**config.mk**
```make
export PLATFORM = sky130hd
export DESIGN_NAME = source_text_tokenizer_unit_flat
export DESIGN_NICKNAME = d
export VERILOG_FILES = /design/src/hw/rtl/stt_pkg.sv /design/src/hw/rtl/stt_text_if.sv /design/src/hw/rtl/stt_token_if.sv /design/src/hw/rtl/stt_scan.sv /design/src/hw/rtl/stt_queue.sv /design/src/hw/rtl/source_text_tokenizer_unit.sv /design/src/flat_wrapper.sv
export SDC_FILE = /design/constraint.sdc
export NUM_CORES = 1
export LEC_CHECK = 0
export ABC_AREA = 1
export CAP_MARGIN = 10
export CORE_MARGIN = 5
export CORE_UTILIZATION = 60
export DETAILED_ROUTE_END_ITERATION = 6
export DONT_BUFFER_PORTS = 1
export PLACE_DENSITY_LB_ADDON = 0.05
export SYNTH_ARGS = -nofsm -noshare
export SYNTH_HDL_FRONTEND = slang
export SYNTH_SLANG_ARGS = --single-unit
```
**constraint.sdc**
```tcl
create_clock -name clk -period 8.2 [get_ports clk]
set_input_delay 0.82 -clock clk [delete_from_list [all_inputs] [get_ports clk]]
set_output_delay 0.82 -clock clk [all_outputs]
set_load 0.005 [all_outputs]
```
**src/hw/rtl/stt_pkg.sv**
```systemverilog
// Shared types, token class codes and keyword/datatype tables of the tokenizer.
`timescale 1ns / 1ps

package stt_pkg;

    // Token class codes
    localparam logic [3:0] CLS_KEYWORD    = 4'd0;
    localparam logic [3:0] CLS_DATATYPE   = 4'd1;
    localparam logic [3:0] CLS_ENDCOMMAND = 4'd2;
    localparam logic [3:0] CLS_LITERAL    = 4'd3;
    localparam logic [3:0] CLS_OPENBLOCK  = 4'd4;
    localparam logic [3:0] CLS_CLOSEBLOCK = 4'd5;
    localparam logic [3:0] CLS_OPENPAREN  = 4'd6;
    localparam logic [3:0] CLS_CLOSEPAREN = 4'd7;
    localparam logic [3:0] CLS_IDENTIFIER = 4'd8;

    // Character codes
    localparam logic [7:0] CH_SPACE     = 8'h20;
    localparam logic [7:0] CH_TAB       = 8'h09;
    localparam logic [7:0] CH_NEWLINE   = 8'h0A;
    localparam logic [7:0] CH_BACKSLASH = 8'h5C;
    localparam logic [7:0] CH_QUOTE     = 8'h22;
    localparam logic [7:0] CH_MINUS     = 8'h2D;
    localparam logic [7:0] CH_ZERO      = 8'h30;
    localparam logic [7:0] CH_NINE      = 8'h39;
    localparam logic [7:0] CH_SEMI      = 8'h3B;
    localparam logic [7:0] CH_LBRACE    = 8'h7B;
    localparam logic [7:0] CH_RBRACE    = 8'h7D;
    localparam logic [7:0] CH_LPAREN    = 8'h28;
    localparam logic [7:0] CH_RPAREN    = 8'h29;

    // Saturation limits
    localparam logic [31:0] POS_MAX  = 32'hFFFF_FFFF;
    localparam logic [15:0] LEN_MAX  = 16'hFFFF;
    localparam logic [23:0] LINE_MAX = 24'hFF_FFFF;

    // Table words: three keywords then four datatypes
    localparam int NUM_WORDS = 7;
    localparam int NUM_KEYWORDS = 3;
    localparam logic [2:0] WORD_LEN [NUM_WORDS] =
        '{3'd3, 3'd3, 3'd2, 3'd3, 3'd5, 3'd6, 3'd4};
    localparam logic [7:0] WORD_CHAR [NUM_WORDS][8] = '{
        '{"v", "a", "r", 8'h00, 8'h00, 8'h00, 8'h00, 8'h00},
        '{"l", "e", "t", 8'h00, 8'h00, 8'h00, 8'h00, 8'h00},
        '{"i", "f", 8'h00, 8'h00, 8'h00, 8'h00, 8'h00, 8'h00},
        '{"i", "n", "t", 8'h00, 8'h00, 8'h00, 8'h00, 8'h00},
        '{"f", "l", "o", "a", "t", 8'h00, 8'h00, 8'h00},
        '{"s", "t", "r", "i", "n", "g", 8'h00, 8'h00},
        '{"b", "o", "o", "l", 8'h00, 8'h00, 8'h00, 8'h00}
    };

    // Output queue depth
    localparam int QUEUE_DEPTH = 4;

    typedef struct packed {
        logic [3:0]  token_class;
        logic [1:0]  word_index;
        logic [31:0] start_offset;
        logic [15:0] token_length;
        logic [23:0] line_number;
        logic        last_of_run;
    } token_t;

    // Up to two tokens from one request
    typedef struct packed {
        logic   push0;
        logic   push1;
        token_t tok0;
        token_t tok1;
    } push_t;

endpackage

```
**src/hw/rtl/stt_text_if.sv**
```systemverilog
// Request channel carrying one text byte per request.
`timescale 1ns / 1ps

interface stt_text_if;
    logic       valid;
    logic       ready;
    logic [7:0] text_byte;
    logic       end_of_text;

    modport source (output valid, output text_byte, output end_of_text, input ready);
    modport sink (input valid, input text_byte, input end_of_text, output ready);
endinterface

```
**src/hw/rtl/stt_token_if.sv**
```systemverilog
// Request channel carrying one token per request.
`timescale 1ns / 1ps

interface stt_token_if;
    logic        valid;
    logic        ready;
    logic [3:0]  token_class;
    logic [1:0]  word_index;
    logic [31:0] start_offset;
    logic [15:0] token_length;
    logic [23:0] line_number;
    logic        last_of_run;

    modport source (output valid, output token_class, output word_index,
                    output start_offset, output token_length, output line_number,
                    output last_of_run, input ready);
    modport sink (input valid, input token_class, input word_index,
                  input start_offset, input token_length, input line_number,
                  input last_of_run, output ready);
endinterface

```
**src/hw/rtl/stt_scan.sv**
```systemverilog
// Scanner state and per-byte token generation.
`timescale 1ns / 1ps

module stt_scan (
    input  logic          clk,
    input  logic          rst_n,
    input  logic          accept,
    input  logic [7:0]    text_byte,
    input  logic          end_of_text,
    output stt_pkg::push_t push
);

    logic                              str_reg, str_next;
    logic                              cmt_reg, cmt_next;
    logic [15:0]                       len_reg, len_next;
    logic [31:0]                       start_reg, start_next;
    logic                              lit_reg, lit_next;
    logic [stt_pkg::NUM_WORDS-1:0]     cand_reg, cand_next;
    logic [31:0]                       pos_reg, pos_next;
    logic [23:0]                       line_reg, line_next;

    logic                              plain;
    logic                              is_ws;
    logic                              is_nl;
    logic                              is_sym;
    logic [3:0]                        sym_class;
    logic                              flush;
    stt_pkg::token_t                   word_tok;
    stt_pkg::token_t                   sym_tok;

    // Symbol decode
    always_comb
    begin
        unique case (text_byte)
            stt_pkg::CH_SEMI:   sym_class = stt_pkg::CLS_ENDCOMMAND;
            stt_pkg::CH_LBRACE: sym_class = stt_pkg::CLS_OPENBLOCK;
            stt_pkg::CH_RBRACE: sym_class = stt_pkg::CLS_CLOSEBLOCK;
            stt_pkg::CH_LPAREN: sym_class = stt_pkg::CLS_OPENPAREN;
            stt_pkg::CH_RPAREN: sym_class = stt_pkg::CLS_CLOSEPAREN;
            default:            sym_class = stt_pkg::CLS_IDENTIFIER;
        endcase
    end

    assign plain  = !str_reg && !cmt_reg;
    assign is_ws  = plain && (text_byte == stt_pkg::CH_SPACE || text_byte == stt_pkg::CH_TAB);
    assign is_nl  = plain && (text_byte == stt_pkg::CH_NEWLINE);
    assign is_sym = plain && (sym_class != stt_pkg::CLS_IDENTIFIER);
    assign flush  = (is_ws || is_nl || is_sym) && (len_reg != 16'd0);

    // Classify the pending word: first table hit wins, else literal or identifier
    always_comb
    begin
        logic found;
        found = 1'b0;
        word_tok.token_class = lit_reg ? stt_pkg::CLS_LITERAL : stt_pkg::CLS_IDENTIFIER;
        word_tok.word_index  = 2'd0;
        for (int i = 0; i < stt_pkg::NUM_WORDS; i++)
        begin
            if (!found && cand_reg[i] && len_reg == 16'(stt_pkg::WORD_LEN[i]))
            begin
                found = 1'b1;
                if (i < stt_pkg::NUM_KEYWORDS)
                begin
                    word_tok.token_class = stt_pkg::CLS_KEYWORD;
                    word_tok.word_index  = 2'(i);
                end
                else
                begin
                    word_tok.token_class = stt_pkg::CLS_DATATYPE;
                    word_tok.word_index  = 2'(i - stt_pkg::NUM_KEYWORDS);
                end
            end
        end
        word_tok.start_offset = start_reg;
        word_tok.token_length = len_reg;
        word_tok.line_number  = line_reg;
        word_tok.last_of_run  = !is_sym;
    end

    // Single-character symbol token
    always_comb
    begin
        sym_tok.token_class  = sym_class;
        sym_tok.word_index   = 2'd0;
        sym_tok.start_offset = pos_reg;
        sym_tok.token_length = 16'd1;
        sym_tok.line_number  = line_reg;
        sym_tok.last_of_run  = 1'b1;
    end

    // Result slots: word first, symbol after it
    always_comb
    begin
        push.push0 = accept && (flush || is_sym);
        push.push1 = accept && flush && is_sym;
        push.tok0  = flush ? word_tok : sym_tok;
        push.tok1  = sym_tok;
    end

    // Next state
    always_comb
    begin
        logic [stt_pkg::NUM_WORDS-1:0] cand_base;
        str_next   = str_reg;
        cmt_next   = cmt_reg;
        len_next   = len_reg;
        start_next = start_reg;
        lit_next   = lit_reg;
        cand_next  = cand_reg;
        line_next  = line_reg;
        pos_next   = (pos_reg != stt_pkg::POS_MAX) ? pos_reg + 32'd1 : pos_reg;
        cand_base  = (len_reg == 16'd0) ? '1 : cand_reg;

        priority if (is_ws || is_nl || is_sym)
        begin
            len_next   = 16'd0;
            start_next = 32'd0;
            lit_next   = 1'b0;
            cand_next  = '1;
            if (is_nl && line_reg != stt_pkg::LINE_MAX)
                line_next = line_reg + 24'd1;
        end
        else if (text_byte == stt_pkg::CH_BACKSLASH)
        begin
            cmt_next = !cmt_reg;
            // closing a comment drops the pending word
            if (cmt_reg)
            begin
                len_next   = 16'd0;
                start_next = 32'd0;
                lit_next   = 1'b0;
                cand_next  = '1;
            end
        end
        else
        begin
            if (len_reg == 16'd0)
            begin
                start_next = pos_reg;
                lit_next   = (text_byte >= stt_pkg::CH_ZERO && text_byte <= stt_pkg::CH_NINE)
                             || text_byte == stt_pkg::CH_MINUS
                             || text_byte == stt_pkg::CH_QUOTE;
            end
            for (int i = 0; i < stt_pkg::NUM_WORDS; i++)
                cand_next[i] = cand_base[i]
                               && (len_reg < 16'(stt_pkg::WORD_LEN[i]))
                               && (stt_pkg::WORD_CHAR[i][len_reg[2:0]] == text_byte);
            if (len_reg != stt_pkg::LEN_MAX)
                len_next = len_reg + 16'd1;
            if (text_byte == stt_pkg::CH_QUOTE && !cmt_reg)
                str_next = !str_reg;
        end

        // end of text returns everything to reset
        if (end_of_text)
        begin
            str_next   = 1'b0;
            cmt_next   = 1'b0;
            len_next   = 16'd0;
            start_next = 32'd0;
            lit_next   = 1'b0;
            cand_next  = '1;
            pos_next   = 32'd0;
            line_next  = 24'd0;
        end
    end

    // State registers
    always_ff @(posedge clk or negedge rst_n)
    begin
        if (!rst_n)
        begin
            str_reg   <= 1'b0;
            cmt_reg   <= 1'b0;
            len_reg   <= 16'd0;
            start_reg <= 32'd0;
            lit_reg   <= 1'b0;
            cand_reg  <= '1;
            pos_reg   <= 32'd0;
            line_reg  <= 24'd0;
        end
        else if (accept)
        begin
            str_reg   <= str_next;
            cmt_reg   <= cmt_next;
            len_reg   <= len_next;
            start_reg <= start_next;
            lit_reg   <= lit_next;
            cand_reg  <= cand_next;
            pos_reg   <= pos_next;
            line_reg  <= line_next;
        end
    end

endmodule

```
**src/hw/rtl/stt_queue.sv**
```systemverilog
// Small token queue taking up to two tokens per cycle and giving out one per cycle while tokens.ready is high.
`timescale 1ns / 1ps

module stt_queue #(
    parameter int DEPTH = stt_pkg::QUEUE_DEPTH
) (
    input  logic           clk,
    input  logic           rst_n,
    input  stt_pkg::push_t push,
    output logic           room,
    stt_token_if.source    tokens
);

    localparam int PW = $clog2(DEPTH);

    stt_pkg::token_t entry_reg [DEPTH];
    logic [PW-1:0]   wr_reg, wr_next;
    logic [PW-1:0]   rd_reg, rd_next;
    logic [PW:0]     count_reg, count_next;
    logic            pop;
    logic [PW-1:0]   wr_plus1;
    stt_pkg::token_t head;

    assign room     = (count_reg <= (PW+1)'(DEPTH - 2));
    assign pop      = tokens.valid && tokens.ready;
    assign wr_plus1 = wr_reg + PW'(1);
    assign head     = entry_reg[rd_reg];

    // Pointers and fill count
    always_comb
    begin
        wr_next    = wr_reg + PW'(push.push0) + PW'(push.push1);
        rd_next    = rd_reg + PW'(pop);
        count_next = count_reg + (PW+1)'(push.push0) + (PW+1)'(push.push1)
                     - (PW+1)'(pop);
    end

    always_ff @(posedge clk or negedge rst_n)
    begin
        if (!rst_n)
        begin
            wr_reg    <= '0;
            rd_reg    <= '0;
            count_reg <= '0;
        end
        else
        begin
            wr_reg    <= wr_next;
            rd_reg    <= rd_next;
            count_reg <= count_next;
        end
    end

    // Entry storage
    always_ff @(posedge clk)
    begin
        if (push.push0)
            entry_reg[wr_reg] <= push.tok0;
        if (push.push1)
            entry_reg[wr_plus1] <= push.tok1;
    end

    // Head of queue drives the output channel
    assign tokens.valid        = (count_reg != '0);
    assign tokens.token_class  = head.token_class;
    assign tokens.word_index   = head.word_index;
    assign tokens.start_offset = head.start_offset;
    assign tokens.token_length = head.token_length;
    assign tokens.line_number  = head.line_number;
    assign tokens.last_of_run  = head.last_of_run;

endmodule

```
**src/hw/rtl/source_text_tokenizer_unit.sv**
```systemverilog
// Top level of the source text tokenizer.
//
//  channel  dir  payload                                        handshake
//  text     in   text_byte[7:0], end_of_text                    valid/ready
//  tokens   out  token_class[3:0], word_index[1:0],             valid/ready
//                start_offset[31:0], token_length[15:0],
//                line_number[23:0], last_of_run
//
// One byte per cycle is accepted while text.ready is high; scanner state updates in
// the accepting cycle. A byte gives zero, one or two tokens, pushed into a
// four-entry queue that drains one token per cycle while tokens.ready is high.
// text.ready is high while the queue has room for two tokens.
// Reset clears all scanner state and empties the queue.
`timescale 1ns / 1ps

module source_text_tokenizer_unit #(
    parameter int QUEUE_DEPTH = stt_pkg::QUEUE_DEPTH
) (
    input logic         clk,
    input logic         rst_n,
    stt_text_if.sink    text,
    stt_token_if.source tokens
);

    stt_pkg::push_t push;
    logic           room;
    logic           accept;

    assign text.ready = room;
    assign accept     = text.valid && room;

    stt_scan u_scan (
        .clk         (clk),
        .rst_n       (rst_n),
        .accept      (accept),
        .text_byte   (text.text_byte),
        .end_of_text (text.end_of_text),
        .push        (push)
    );

    stt_queue #(
        .DEPTH (QUEUE_DEPTH)
    ) u_queue (
        .clk    (clk),
        .rst_n  (rst_n),
        .push   (push),
        .room   (room),
        .tokens (tokens)
    );

endmodule

```
**src/flat_wrapper.sv**
```systemverilog
// flat-port wrapper written by rule: the top's interface ports become plain ports
module source_text_tokenizer_unit_flat 
#(
    parameter int QUEUE_DEPTH = stt_pkg::QUEUE_DEPTH
)
  (clk, rst_n, text_valid, text_text_byte, text_end_of_text, text_ready, tokens_valid, tokens_token_class, tokens_word_index, tokens_start_offset, tokens_token_length, tokens_line_number, tokens_last_of_run, tokens_ready);
  stt_text_if text_i ();
  stt_token_if tokens_i ();
  input logic clk;
  input logic rst_n;
  input wire logic [$bits(text_i.valid)-1:0] text_valid;
  input wire logic [$bits(text_i.text_byte)-1:0] text_text_byte;
  input wire logic [$bits(text_i.end_of_text)-1:0] text_end_of_text;
  output wire logic [$bits(text_i.ready)-1:0] text_ready;
  output wire logic [$bits(tokens_i.valid)-1:0] tokens_valid;
  output wire logic [$bits(tokens_i.token_class)-1:0] tokens_token_class;
  output wire logic [$bits(tokens_i.word_index)-1:0] tokens_word_index;
  output wire logic [$bits(tokens_i.start_offset)-1:0] tokens_start_offset;
  output wire logic [$bits(tokens_i.token_length)-1:0] tokens_token_length;
  output wire logic [$bits(tokens_i.line_number)-1:0] tokens_line_number;
  output wire logic [$bits(tokens_i.last_of_run)-1:0] tokens_last_of_run;
  input wire logic [$bits(tokens_i.ready)-1:0] tokens_ready;
  assign text_i.valid = text_valid;
  assign text_i.text_byte = text_text_byte;
  assign text_i.end_of_text = text_end_of_text;
  assign text_ready = text_i.ready;
  assign tokens_valid = tokens_i.valid;
  assign tokens_token_class = tokens_i.token_class;
  assign tokens_word_index = tokens_i.word_index;
  assign tokens_start_offset = tokens_i.start_offset;
  assign tokens_token_length = tokens_i.token_length;
  assign tokens_line_number = tokens_i.line_number;
  assign tokens_last_of_run = tokens_i.last_of_run;
  assign tokens_i.ready = tokens_ready;
  source_text_tokenizer_unit #(.QUEUE_DEPTH(QUEUE_DEPTH)) u_core (.clk(clk), .rst_n(rst_n), .text(text_i), .tokens(tokens_i));
endmodule
```
== After elaboration in Yosys (flattened, before gate mapping) ==
Memory sizes are Yosys's and may differ from the RTL's.
Cells that the tools add are included.
Word-level totals
  register bits after elaboration: 121
  bits in writable memories: 316
  ROM bits: 448
  input port bits: 13
  output and inout bits: 81
  word-level logic and storage cells: 207
  memories kept: 8
Cells by class
  add/subtract/negate cells: 10
  order comparisons: 9
  equal/unequal tests: 30
  muxes and demuxes: 66
  bitwise gates (word level): 1
  reduce and logical (&&, ||, !) cells: 72
Memory list
  u_core.u_queue.entry_reg: depth 4, bits a word 79, rd ports 1, clocked after Yosys merged registers in 0, write ports 2, line stt_queue.sv:16  | stt_pkg::token_t entry_reg [DEPTH];
  (no name shown): depth 8, bits a word 8, rd ports 1, clocked after Yosys merged registers in 0, write ports 0, line stt_scan.sv:147  | && (stt_pkg::WORD_CHAR[i][len_reg[2:0]] == text_byte);
  (no name shown): depth 8, bits a word 8, rd ports 1, clocked after Yosys merged registers in 0, write ports 0, line stt_scan.sv:147
  (no name shown): depth 8, bits a word 8, rd ports 1, clocked after Yosys merged registers in 0, write ports 0, line stt_scan.sv:147
  (no name shown): depth 8, bits a word 8, rd ports 1, clocked after Yosys merged registers in 0, write ports 0, line stt_scan.sv:147
  (no name shown): depth 8, bits a word 8, rd ports 1, clocked after Yosys merged registers in 0, write ports 0, line stt_scan.sv:147
  2 more memories
Operators with widths (count)
  $mux 32: 7
  $mux 8: 14
  $mux 16: 5
  $mux 79: 1
  $mux 24: 3
  $eq 8x8->1: 7
  $eq 16x3->1 const B: 3
  $eq 8x6->1 const B: 6
  $lt 16x3->1 const B: 3
  $mux 6: 7
  $logic_and 1x1->1: 40
  $mux 7: 5
  $add 32x1->32 const B: 1
  $eq 16x2->1 const B: 2
  $lt 16x2->1 const B: 2
  $ne 32x32->1 const B: 1
  $add 24x1->24 const B: 1
  $eq 8x7->1 const B: 3
  $ne 24x24->1 const B: 1
  $mux 1: 22
  $pmux 4 s5: 1
  $add 16x1->16 const B: 1
  $eq 8x4->1 const B: 2
  $logic_not 16->1: 1
  other kinds (22): 49

== Longest topological paths before layout ==
Gate-level depths: netlist (run 1).
  word-level depth: 28
  mapped depth: 16
  depth with buffers taken out: 16

== Hierarchy ==
A second synthesis (run 1) with hierarchy kept.
Unflattened totals
  cells, all modules: 3585
  area total of the unflattened synthesis: 26666.8 µm²
Modules (own cells, without submodules)
  stt_queue: times used 1, cells each 2340, area each 18178.7 µm², sequential area each 9664.3 µm²
  stt_scan: times used 1, cells each 1243, area each 8480.6 µm², sequential area each 2861.5 µm²
  source_text_tokenizer_unit: times used 1, cells each 2, area each 7.5 µm², sequential area each 0.0 µm²

== Worst setup path after synthesis (run 1) ==
No wires, ideal clock.
  path type: input port to flip-flop
  start: input text_text_byte[2]
  end: register u_core.u_queue.count_reg[2]
  arrival time: 3288 ps
  slack: 4789 ps
  cell stages on the path: 16
  buffers on the path: 1
  cells stage by stage: buf_2 > inv_2 > nand3_1 > nor2_2 > nor2_1 > nand2_2 > nand2_4 > nand2_4 > nand2_4 > a21oi_4 > inv_1 > ha_1 > inv_1 > fa_1 > fa_1 > xnor2_1
Between the ends
  longest elaborated chain between the ends: 11
RTL lines
  start: declaration: line flat_wrapper.sv:12  | input wire logic [$bits(text_i.text_byte)-1:0] text_text_byte;
  $eq 8x6->1 (tied with other cells): line stt_scan.sv:34  | unique case (text_byte)
  $pmux 4 s5 or $logic_or 1x1->1 (tied branches): line stt_scan.sv:34, stt_scan.sv:45
  $ne 4x4->1 or $logic_and 1x1->1 (tied branches): line stt_scan.sv:47, stt_scan.sv:45
  $logic_and 1x1->1 or $logic_or 1x1->1 (tied branches): line stt_scan.sv:47, stt_scan.sv:48
  $logic_or 1x1->1: line stt_scan.sv:48  | assign flush = (is_ws || is_nl || is_sym) && (len_reg != 16'd0);
  $logic_and 1x1->1: line stt_scan.sv:48
  $logic_or 1x1->1: line stt_scan.sv:94  | push.push0 = accept && (flush || is_sym);
  $logic_and 1x1->1: line stt_scan.sv:94
  $add 3x1->3: line stt_queue.sv:34  | count_next = count_reg + (PW+1)'(push.push0) + (PW+1)'(push.push1)
  $add 3x1->3 *: line stt_queue.sv:34
  $sub 3x1->3 *: line stt_queue.sv:35  | - (PW+1)'(pop);
  via u_core.u_queue.count_next[2]: line stt_queue.sv:19  | logic [PW:0] count_reg, count_next;
  end signal: assignment: line stt_queue.sv:50  | count_reg <= count_next;
  end: declaration: line stt_queue.sv:19
The timed path passes the listed nets; every way through them passes the cells marked *.
A chain may end at the register's enable or synchronous reset.

==> reports/qor.csv, run 1 <==
metric,value,unit
max reg flops,316,
maximum clock frequency,0.232,GHz
DR WL/cell,20.6,um
asr flop ratio synth,27.7,%
"EDFF count, synth",240,
"flops & latches, synth",437,
initial antenna violation count,1,
GPL Wtd Cong,0.933,
violated checks,DRC,
drt initial violations,1926,
Initial Utilization,61.0,%
"Seq/Total Area, Yosys",54.1,%
root buf cell,clkbuf_16,
Yosys cell types,52,
Syn-to-layout area delta,7.26,%
Tcrit/Tclk final,52.6,%
Mapped Area,0.0217,mm^2
TNS Setup,0,ns
Post-synth top flop,edfxtp_1,
# diodes,0,
Worst Path Arrival,4.71,ns
Hold Path Class,in -> async,
final core occ,65.4,%
Post-CTS Setup Inserts,0,
sw power,0.00266,W
setup repair after global routing missed its margin,no,
post-route ant nets,0,
Slew @ Worst Pin,1.00,ns
crit-path max FO,73,
Crit. End Element,register,
"top cells by area, synth","edfxtp_1 (33%), dfrtp_1 (13%), o21ai_0 (7.8%), nand2_1 (7.4%), dfxtp_1 (7.0%)",
cell with the most instances after synthesis,nand2_1,
routed vias,18200,
P_leak,8.88,nW
Startpoint Class,register,
Sw Ratio,38.3,%
Design Power,0.00696,W
port bufs,0,
maxcap violations,0,
Post-Syn Nets,2554,
aggregate global-route resource usage,29.5,%
clk_skew,0.0183,ns
Final setup viols,0,
Post-synth top cells,"nand2_1 (430), nor2_1 (338), o21ai_0 (338)",
final hold vios,0,
Detailed Route WL,60.7,mm
WP data required,8.60,ns
CTS tree,yes,
number of global-route vias before repair,17600,
grt total ovfl,0,
vias per cell,6.16,
Yosys top cell by area,edfxtp_1,
"Gates resized, CTS repair",0,
CTS buffer count,45,
die extent in y,200,um
clock power share,29.4,%
clock tree buffer depth,3,
placeable core region,0.0357,mm^2
Synth Instances,2528,
share of post-route cells with drive strength above 1,5.34,%
clk slew on worst S/H paths,0.06,ns
pwr dens,298,mW/mm^2
Logic pwr share,31.7,%
Cell Rows,69,
largest net degree at the start of global routing,115,
Synth warnings,0,
Area after DPL,0.0218,mm^2
Syn Area/Cell,8.60,um^2
Peak supply drop,0.000226,V
Reg power frac,38.9,%
top-area cell type share of the netlist area,33.2,%
clock latency on the worst-skew pair,0.56,ns
run status,"complete, but fails checks",
Final Cell Area,0.0233,mm^2
H-tree Lvls,2,
HPWL after DPL,38.3,mm
Die ar.,0.0401,mm^2
Rel. slew slack,33.2,%
WS Path Type,reg -> reg,
Die W,200,um
filler cell count,2932,
final period demand of the worst path,4.31,ns
max-slew violations,0,
internal power,0.00430,W
nets,2479,
First-pass DRT Iterations,7,
IO Count,94,
clock sink count,437,
first-pass GRT wire length,96.9,mm
drc violations,2,
minimum hold slack,0.110,ns
## layer usage
metal,track usage (%),vias up,wire length (um)
li1,-,8507,-
met1,42.3,8740,26200
met2,46.0,810,27100
met3,6.65,112,5860
met4,8.24,0,1560
met5,0,-,0
## power groups by stage
| stage | clock network (W) | logic (W) | registers (W) |
|---|---|---|---|
| 2_1_floorplan | 0 | 0.00159 | 0.00268 |
| 3_5_place_dp | 0 | 0.00218 | 0.00274 |
| 3_3_place_gp | 0 | 0.00213 | 0.00274 |
| 5_1_grt | 0.00217 | 0.00244 | 0.00273 |
| 6_report | 0.00205 | 0.00220 | 0.00271 |
| 4_1_cts | 0.00207 | 0.00220 | 0.00270 |
## critical path, cell delays in order (launching register included)
cell and delay, ns:
dfrtp_1 0.58, inv_1 0.20, ha_1 0.29, inv_1 0.14, nor2_1 0.09, inv_1 0.13
nand2_4 0.38, a21oi_4 0.47, nand2_4 0.25, nand2_4 0.52, buf_4 0.65, inv_4 0.27
nor2_1 0.17
## area by class of cell
cell class	count	area (um^2)	area share, %
clock inverter	18	145	0.622
sequential	437	11800	50.5
clock buffer	65	1350	5.77
inverter	250	951	4.08
timing repair buffer	19	163	0.698
multi-input combinational	1700	8370	35.9
tap	461	577	2.47
## kinds of logic after synthesis
| family | share of synthesized area (%) |
|---|---|
| fa+ha+maj | 0.852 |
| compound gates | 16.2 |
| buf+inv | 7.39 |
| xor+xnor | 2.09 |
| flops | 54.1 |
| simple gates | 19.4 |
## layout by cell type (no fill, tap or decap), types with 3 or more instances in the layout
cell type | synthesis | final
nor2_1 | 338 | 338
dfrtp_1 | 114 | 112
inv_1 | 232 | 230
buf_4 | 16 | 18
clkinv_1 | 7 | 11
clkbuf_8 | 0 | 8
nand4_1 | 38 | 38
o22ai_1 | 157 | 157
clkbuf_16 | 0 | 48
o21ai_0 | 338 | 338
nor3_1 | 62 | 62
dfxtp_1 | 76 | 76
a21oi_1 | 67 | 67
nor4_1 | 14 | 14
inv_2 | 7 | 8
nand2_4 | 11 | 11
nor2_2 | 3 | 3
or2_2 | 3 | 3
fa_1 | 3 | 3
clkinv_2 | 0 | 8
inv_4 | 4 | 6
o31ai_1 | 25 | 25
xor2_1 | 50 | 50
nand3_1 | 91 | 91
dfstp_2 | 7 | 7
o21ai_1 | 31 | 31
nand2_1 | 430 | 430
ha_1 | 10 | 10
clkbuf_1 | 103 | 9
edfxtp_1 | 240 | 240
## metrics by stage
| step | std cells | setup slack (ns) |
|---|---|---|
| 3_5_place_dp | 2866 | 3.56 |
| 4_1_cts | 2950 | 3.89 |
| 2_1_floorplan | 2528 | 4.79 |
| 6_report | 2950 | 3.89 |
| 3_3_place_gp | 2866 | 3.70 |
| 5_1_grt | 2950 | 3.55 |
## path summary, 6_finish.rpt
path | from | end | slack [ns] | cells after the start
worst min register to register | u_core.u_queue.entry_reg[3][73]$_SDFFE_PP0P_ | u_core.u_queue.entry_reg[3][73]$_SDFFE_PP0P_ | 0.45 | 2
worst max register to register | u_core.u_scan.len_reg[1]$_DFFE_PN0P_ | u_core.u_queue.entry_reg[1][1]$_DFFE_PP_ | 3.89 | 12
worst max-delay path | u_core.u_scan.len_reg[1]$_DFFE_PN0P_ | u_core.u_queue.entry_reg[1][1]$_DFFE_PP_ | 3.89 | 12
min in group clk | text_end_of_text | u_core.u_scan.pos_reg[31]$_DFFE_PN0P_ | 0.35 | 1
worst min-delay path | rst_n | u_core.u_scan.cand_reg[2]$_DFFE_PN1P_ | 0.11 | 0
max in group asynchronous | rst_n | u_core.u_scan.line_reg[7]$_DFFE_PN0P_ | 7.49 | 1
## what timing repair did
action                                  4_1_cts  5_1_grt
endpoints found under the setup margin        0        0
hold endpoints to repair                    114        0
hold buffers                                  1        0
(Power assumes the default switching activity.)
==> inputs of run 2 (changes only) <==
--- a/config.mk
+++ b/config.mk
@@ -5,7 +5,7 @@
 export SDC_FILE = /design/constraint.sdc
 export NUM_CORES = 1
 export LEC_CHECK = 0
-export ABC_AREA = 1
+export ABC_AREA = 0
 export CAP_MARGIN = 10
 export CORE_MARGIN = 5
 export CORE_UTILIZATION = 60
==> constraint.sdc (replaced) <==
create_clock -name clk -period 4.4 [get_ports clk]
set_input_delay 0.44 -clock clk [delete_from_list [all_inputs] [get_ports clk]]
set_output_delay 0.44 -clock clk [all_outputs]
set_load 0.005 [all_outputs]
==> reports/qor.csv, run 2 <==
metric,value,unit,change
clock sink count,437,,unchanged
Cell Rows,68,,was 69
final period demand of the worst path,3.53,ns,was 4.31 ns
Die W,198,um,was 200 um
top-area cell type share of the netlist area,34.0,%,was 33.2%
clock tree buffer depth,3,,unchanged
nets,1671,,was 2479
clock power share,34.5,%,was 29.4%
Post-synth top cells,"edfxtp_1 (240), a22o_1 (164), dfrtp_1 (114)",,"was nand2_1 (430), nor2_1 (338), o21ai_0 (338)"
TNS Setup,0,ns,unchanged
Die ar.,0.0392,mm^2,was 0.0401 mm^2
filler cell count,2525,,was 2932
clk slew on worst S/H paths,0.06,ns,about the same
WP buf/inv,2,,was 5
maxcap violations,0,,unchanged
first-pass GRT wire length,82.0,mm,was 96.9 mm
"flops & latches, synth",437,,unchanged
"Gates resized, CTS repair",0,,unchanged
"Seq/Total Area, Yosys",55.5,%,was 54.1%
routed vias,14300,,was 18200
Yosys top cell by area,edfxtp_1,,unchanged
asr flop ratio synth,27.7,%,unchanged
Worst path max stage delay,0.65,ns,about the same
IO Count,94,,unchanged
share of post-route cells with drive strength above 1,14.5,%,was 5.34%
"commonest non-fill, non-tap cell in the layout",edfxtp_1,,was nand2_1
root buf cell,clkbuf_16,,unchanged
Synth Area in Compound Gates,15.4,%,was 16.2%
HPWL after DPL,31.9,mm,was 38.3 mm
post-synthesis xor/xnor area fraction,1.90,%,was 2.09%
minimum hold slack,0.0490,ns,was 0.110 ns
Synth Area in Simple Gates,13.5,%,was 19.4%
Syn-to-layout area delta,8.90,%,was 7.26%
"commonest cells after routing, fill and taps aside","edfxtp_1 (240), a22o_1 (164), dfrtp_1 (112)",,"was nand2_1 (430), nor2_1 (338), o21ai_0 (338)"
Synth Instances,1714,,was 2528
final core occ,66.5,%,was 65.4%
Peak supply drop,0.000802,V,was 0.000226 V
Rel. slew slack,31.1,%,was 33.2%
Reg power frac,44.4,%,was 38.9%
register area,0.0118,mm^2,about the same
multi-input logic area,0.00863,mm^2,was 0.00837 mm^2
WS Path Type,reg -> reg,,unchanged
Slew @ Worst Pin,1.03,ns,was 1.00 ns
CTS tree,yes,,unchanged
Hold Path Class,in -> reg,,was in -> async
Design Power,0.0111,W,was 0.00696 W
post-synthesis adder-cell area fraction,0.873,%,was 0.852%
Final setup viols,0,,unchanged
placeable core region,0.0347,mm^2,was 0.0357 mm^2
initial antenna violation count,1,,unchanged
grt total ovfl,0,,unchanged
port bufs,0,,unchanged
post-route ant nets,0,,unchanged
worst-path cell chain,inv_1 > ha_1 > nand2_1 > nor2_1 > xnor2_1 > nor3b_4 > buf_4 > a22o_1,,was inv_1 > ha_1 > inv_1 > nor2_1 > inv_1 > nand2_4 > a21oi_4 > nand2_4 > nand2_4 > buf_4 > inv_4 > nor2_1
Post-synth top flop,edfxtp_1,,unchanged
CTS buffer count,45,,unchanged
Detailed Route WL,51.9,mm,was 60.7 mm
# diodes,0,,unchanged
Logic pwr share,21.1,%,was 31.7%
GPL Wtd Cong,0.854,,was 0.933
Syn Area/Cell,12.4,um^2,was 8.60 um^2
max-slew violations,0,,unchanged
Post-Layout Cell Count,2137,,was 2950
P_leak,7.94,nW,was 8.88 nW
max reg flops,316,,unchanged
DR WL/cell,24.3,um,was 20.6 um
Sw Ratio,29.7,%,was 38.3%
Startpoint Class,register,,unchanged
Post-CTS Setup Inserts,0,,unchanged
number of global-route vias before repair,14000,,was 17600
internal power,0.00782,W,was 0.00430 W
clock latency on the worst-skew pair,0.58,ns,was 0.56 ns
Post-Syn Nets,1740,,was 2554
"setup slack, reg-to-reg",0.87,ns,was 3.89 ns
cell with the most instances after synthesis,edfxtp_1,,was nand2_1
vias per cell,6.68,,was 6.16
Mapped Area,0.0212,mm^2,was 0.0217 mm^2
WP data required,4.83,ns,was 8.60 ns
maximum clock frequency,0.284,GHz,was 0.232 GHz
"EDFF count, synth",240,,unchanged
aggregate global-route resource usage,26.7,%,was 29.5%
H-tree Lvls,2,,unchanged
drc violations,0,,was 2
clk_skew,0.0201,ns,was 0.0183 ns
placed insts,2050,,was 2866
Yosys cell types,96,,was 52
multiplexer share of the synthesized area,8.78,%,was 0%
critical path's slowest cell,nor2_1,,was buf_4
Synth warnings,0,,unchanged
critical path's top delay family,simple AND/OR/NAND/NOR gates,,unchanged
largest net degree at the start of global routing,122,,was 115
Worst Path Arrival,3.96,ns,was 4.71 ns
run status,"finished, final reports clean",,"was complete, but fails checks"
drt initial violations,1428,,was 1926
Initial Utilization,61.1,%,was 61.0%
final hold vios,0,,unchanged
combinational family with the most area after synthesis,compound AO/OA/AOI/OAI gates,,was simple AND/OR/NAND/NOR gates
crit-path max FO,32,,was 73
"top cells by area, synth","edfxtp_1 (34%), dfrtp_1 (13%), mux4_2 (8.4%), dfxtp_1 (7.2%), a22o_1 (6.8%)",,"was edfxtp_1 (33%), dfrtp_1 (13%), o21ai_0 (7.8%), nand2_1 (7.4%), dfxtp_1 (7.0%)"
setup repair after global routing missed its margin,no,,unchanged
pwr dens,482,mW/mm^2,was 298 mW/mm^2
Tcrit/Tclk final,80.1,%,was 52.6%
die extent in y,198,um,was 200 um
Crit. End Element,register,,unchanged
First-pass DRT Iterations,5,,was 7
sw power,0.00330,W,was 0.00266 W
run 2: final cells by class:
cell class                      count  area share [%]
Clock buffer                       65            5.73
Clock inverter                     19           0.840
Inverter                           30           0.499
Multi-Input combinational cell   1085            37.4
Sequential cell                   437            51.0
Tap cell                          455            2.47
Timing Repair Buffer               46            2.09
run 2: final timing paths:
kind,start,depth (start not counted),endpoint
hold / removal,text_end_of_text,2,u_core.u_scan.pos_reg[0]$_DFFE_PN0P_
hold reg to reg,u_core.u_queue.entry_reg[3][37]$_SDFFE_PP0P_,1,u_core.u_queue.entry_reg[3][37]$_SDFFE_PP0P_
setup / recovery,u_core.u_scan.len_reg[1]$_DFFE_PN0P_,8,u_core.u_queue.entry_reg[1][50]$_DFFE_PP_
max in group asynchronous,rst_n,2,u_core.u_queue.rd_reg[0]$_DFF_PN0_
min in group asynchronous,rst_n,2,u_core.u_scan.len_reg[13]$_DFFE_PN0P_
setup reg to reg,u_core.u_scan.len_reg[1]$_DFFE_PN0P_,8,u_core.u_queue.entry_reg[1][50]$_DFFE_PP_
run 2: what timing repair did:
action                                  4_1_cts  5_1_grt
hold buffers                                  3        0
endpoints found under the hold margin       127        0
endpoints found under the setup margin        0        0
run 2: through the flow:
step | worst slack, ns | instance area, um^2
CTS | 0.924 | 23100
detailed placement | 0.927 | 21500
global placement | 1.01 | 21500
floorplan | 1.13 | 21200
global route | 0.702 | 23100
finish | 0.875 | 23100
run 2: layer usage:
| metal | global-route usage (%) | routed length [um] |
|---|---|---|
| met3 | 6.38 | 4220 |
| met1 | 37.4 | 21600 |
| met5 | 0 | 13 |
| met2 | 42.5 | 24800 |
| met4 | 7.27 | 1160 |
run 2: power groups by stage:
stage	clock (W)	combinational, W	sequential [W]
2_1_floorplan	0	0.00196	0.00469
3_5_place_dp	0	0.00235	0.00503
4_1_cts	0.00390	0.00238	0.00495
3_3_place_gp	0	0.00231	0.00502
5_1_grt	0.00408	0.00256	0.00500
6_report	0.00384	0.00235	0.00494
run 2: cells by family after synthesis:
family          count (synthesis)
simple gates                  518
flops                         437
compound gates                421
buf+inv                       192
mux                            87
xor+xnor                       46
fa+ha+maj                      13
==> inputs of run 3 (changes only) <==
--- a/config.mk
+++ b/config.mk
@@ -8,7 +8,7 @@
 export ABC_AREA = 0
 export CAP_MARGIN = 10
 export CORE_MARGIN = 5
-export CORE_UTILIZATION = 60
+export CORE_UTILIZATION = 58
 export DETAILED_ROUTE_END_ITERATION = 6
 export DONT_BUFFER_PORTS = 1
 export PLACE_DENSITY_LB_ADDON = 0.05
==> constraint.sdc (replaced) <==
create_clock -name clk -period 3.17 [get_ports clk]
set_input_delay 0.317 -clock clk [delete_from_list [all_inputs] [get_ports clk]]
set_output_delay 0.317 -clock clk [all_outputs]
set_load 0.005 [all_outputs]
==> reports/qor.csv, run 3 (synthesis results as in run 2) <==
metric,value,unit,change
run status,"finished, final reports clean",,unchanged
max reg flops,316,,unchanged
Tcrit/Tclk final,90.6,%,was 80.1%
max-slew violations,0,,unchanged
Hold Path Class,in -> reg,,unchanged
GPL Wtd Cong,0.919,,was 0.854
IO Count,94,,unchanged
Startpoint Class,register,,unchanged
final hold vios,0,,unchanged
final core occ,64.5,%,was 66.5%
share of post-route cells with drive strength above 1,15.8,%,was 14.5%
maxcap violations,0,,unchanged
Crit. End Element,register,,unchanged
port bufs,0,,unchanged
die extent in y,201,um,was 198 um
Syn-to-layout area delta,10.5,%,was 8.90%
Worst Path Arrival,3.33,ns,was 3.96 ns
maximum clock frequency,0.348,GHz,was 0.284 GHz
WS Path Type,reg -> reg,,unchanged
nets,1710,,was 1671
grt total ovfl,0,,unchanged
"commonest cells after routing, fill and taps aside","edfxtp_1 (240), a22o_1 (164), dfrtp_1 (112)",,unchanged
WP data required,3.62,ns,was 4.83 ns
CTS tree,yes,,unchanged
R2R cell count,10,,was 8
number of global-route vias before repair,14100,,was 14000
pwr dens,661,mW/mm^2,was 482 mW/mm^2
root buf cell,clkbuf_16,,unchanged
routed vias,14400,,was 14300
RR Endpoint,u_core.u_queue.count_reg[2]$_DFF_PN0_,,was u_core.u_queue.entry_reg[1][50]$_DFFE_PP_
Rel. slew slack,35.9,%,was 31.1%
drc violations,0,,unchanged
final period demand of the worst path,2.87,ns,was 3.53 ns
clock latency on the worst-skew pair,0.59,ns,was 0.58 ns
P_leak,8.12,nW,was 7.94 nW
aggregate global-route resource usage,26.3,%,was 26.7%
hold path depth,4,,was 2
largest net degree at the start of global routing,122,,unchanged
Detailed Route WL,53.1,mm,was 51.9 mm
Hold Crit Start,text_text_byte[2],,was text_end_of_text
critical path's slowest cell,dfrtp_1,,was nor2_1
Cell Rows,70,,was 68
placeable core region,0.0363,mm^2,was 0.0347 mm^2
drt initial violations,1200,,was 1428
worst-path cell chain,nor4_1 > nand4_1 > o32ai_1 > nand2_1 > nand2_1 > ha_1 > inv_1 > fa_1 > fa_1 > xnor2_1,,was inv_1 > ha_1 > nand2_1 > nor2_1 > xnor2_1 > nor3b_4 > buf_4 > a22o_1
clk_skew,0.0231,ns,was 0.0201 ns
Peak supply drop,0.000436,V,was 0.000802 V
first-pass GRT wire length,84.5,mm,was 82.0 mm
vias per cell,6.59,,was 6.68
DR WL/cell,24.3,um,about the same
initial antenna violation count,0,,was 1
"setup slack, reg-to-reg",0.30,ns,was 0.87 ns
setup repair after global routing missed its margin,no,,unchanged
TNS Setup,0,ns,unchanged
clk slew on worst S/H paths,0.06,ns,about the same
CTS buffer count,45,,unchanged
H-tree Lvls,2,,unchanged
Die W,201,um,was 198 um
Initial Utilization,58.3,%,was 61.1%
Worst path max stage delay,0.44,ns,was 0.65 ns
origin of the critical flop-to-flop path,u_core.u_scan.len_reg[8]$_DFFE_PN0P_,,was u_core.u_scan.len_reg[1]$_DFFE_PN0P_
Die ar.,0.0405,mm^2,was 0.0392 mm^2
First-pass DRT Iterations,5,,unchanged
Final setup viols,0,,unchanged
clock sink count,437,,unchanged
"commonest non-fill, non-tap cell in the layout",edfxtp_1,,unchanged
clock tree buffer depth,3,,unchanged
Slew @ Worst Pin,0.962,ns,was 1.03 ns
HPWL after DPL,32.6,mm,was 31.9 mm
filler cell count,2751,,was 2525
post-route ant nets,0,,unchanged
crit-path max FO,7,,was 32
Hold Crit Endpoint,u_core.u_scan.cand_reg[3]$_DFFE_PN1P_,,was u_core.u_scan.pos_reg[0]$_DFFE_PN0P_
-- run 3: changes by cell type in the layout (fill, tap and decap cells not counted), moves of 3 or more --
cell / delta
buf_4: +29
bufinv_16: -3
buf_12: +5
dlygate4sd3_1: +5
clkinv_2: -5
clkbuf_1: +6
clkbuf_16: +4
-- run 3: layout make-up --
class                      count  area, um^2  share of cell area (%)
sequential                   437       11800                    50.2
multi-input combinational   1085        8630                    36.8
clock buffer                  74        1430                    6.08
timing repair buffer          85         851                    3.63
tap                          468         586                    2.50
inverter                      30         115                   0.491
clock inverter                 8        55.1                   0.235
antenna                        1        2.50                  0.0107
-- run 3: metrics by stage --
step                      setup WS [ns]  cell area (um^2)  cells  hold WS [ns]  total power (W)
after floorplan                  0.0269             21200   1714        0.0214          0.00922
after global placement           0.0944             21800   2096        0.0286           0.0103
after detailed placement         0.0857             21800   2096        0.0285           0.0103
after CTS                        0.0757             23400   2186        0.0247           0.0156
after global routing             0.0860             23400   2187        0.0501           0.0162
final                             0.297             23400   2188        0.0452           0.0155
-- run 3: worst max-delay path by stage --
stage	startpoint	endpoint	slack, ns
2_1_floorplan	text_text_byte[1]	u_core.u_queue.entry_reg[2][10]$_DFFE_PP_	0.03
6_report	u_core.u_scan.len_reg[8]$_DFFE_PN0P_	u_core.u_queue.count_reg[2]$_DFF_PN0_	0.30
4_1_cts	u_core.u_scan.len_reg[8]$_DFFE_PN0P_	u_core.u_scan.start_reg[8]$_DFFE_PN0P_	0.08
3_5_place_dp	text_text_byte[4]	u_core.u_queue.count_reg[2]$_DFF_PN0_	0.09
3_3_place_gp	text_text_byte[4]	u_core.u_queue.count_reg[2]$_DFF_PN0_	0.09
5_1_grt	u_core.u_scan.len_reg[8]$_DFFE_PN0P_	u_core.u_queue.count_reg[2]$_DFF_PN0_	0.09
-- run 3: repair_timing --
item / 4_1_cts / 5_1_grt
buffers inserted: 0 / 1
endpoints found under the setup margin: 0 / 19
gates resized for setup: 0 / 0
endpoints found under the hold margin: 136 / 0
hold buffers: 8 / 0
-- run 3: power by group --
group / internal (W) / total [W] / leakage (nW) / switching, W
clock network: 0.00307 / 0.00525 / 0.724 / 0.00218
logic: 0.00157 / 0.00353 / 3.19 / 0.00196
registers: 0.00624 / 0.00671 / 4.21 / 0.000473
total: 0.0109 / 0.0155 / 8.12 / 0.00461
-- run 3: metal layers --
| metal | track usage (%) | part of all wire, % | up-vias |
|---|---|---|---|
| met5 | 0 | 0 | - |
| met4 | 6.84 | 2.4 | 0 |
| met3 | 5.96 | 7.5 | 82 |
| met2 | 41.7 | 47 | 483 |
| met1 | 37.4 | 43 | 7288 |
| li1 | - | - | 6563 |
-- run 3: critical path, delay by kind of cell, from the launching register on --
family,cells,cell delay (ns)
xor+xnor,1,0.13
flops,1,0.44
simple gates,4,0.98
fa+ha+maj,3,0.89
buf+inv,1,0.04
compound gates,1,0.26
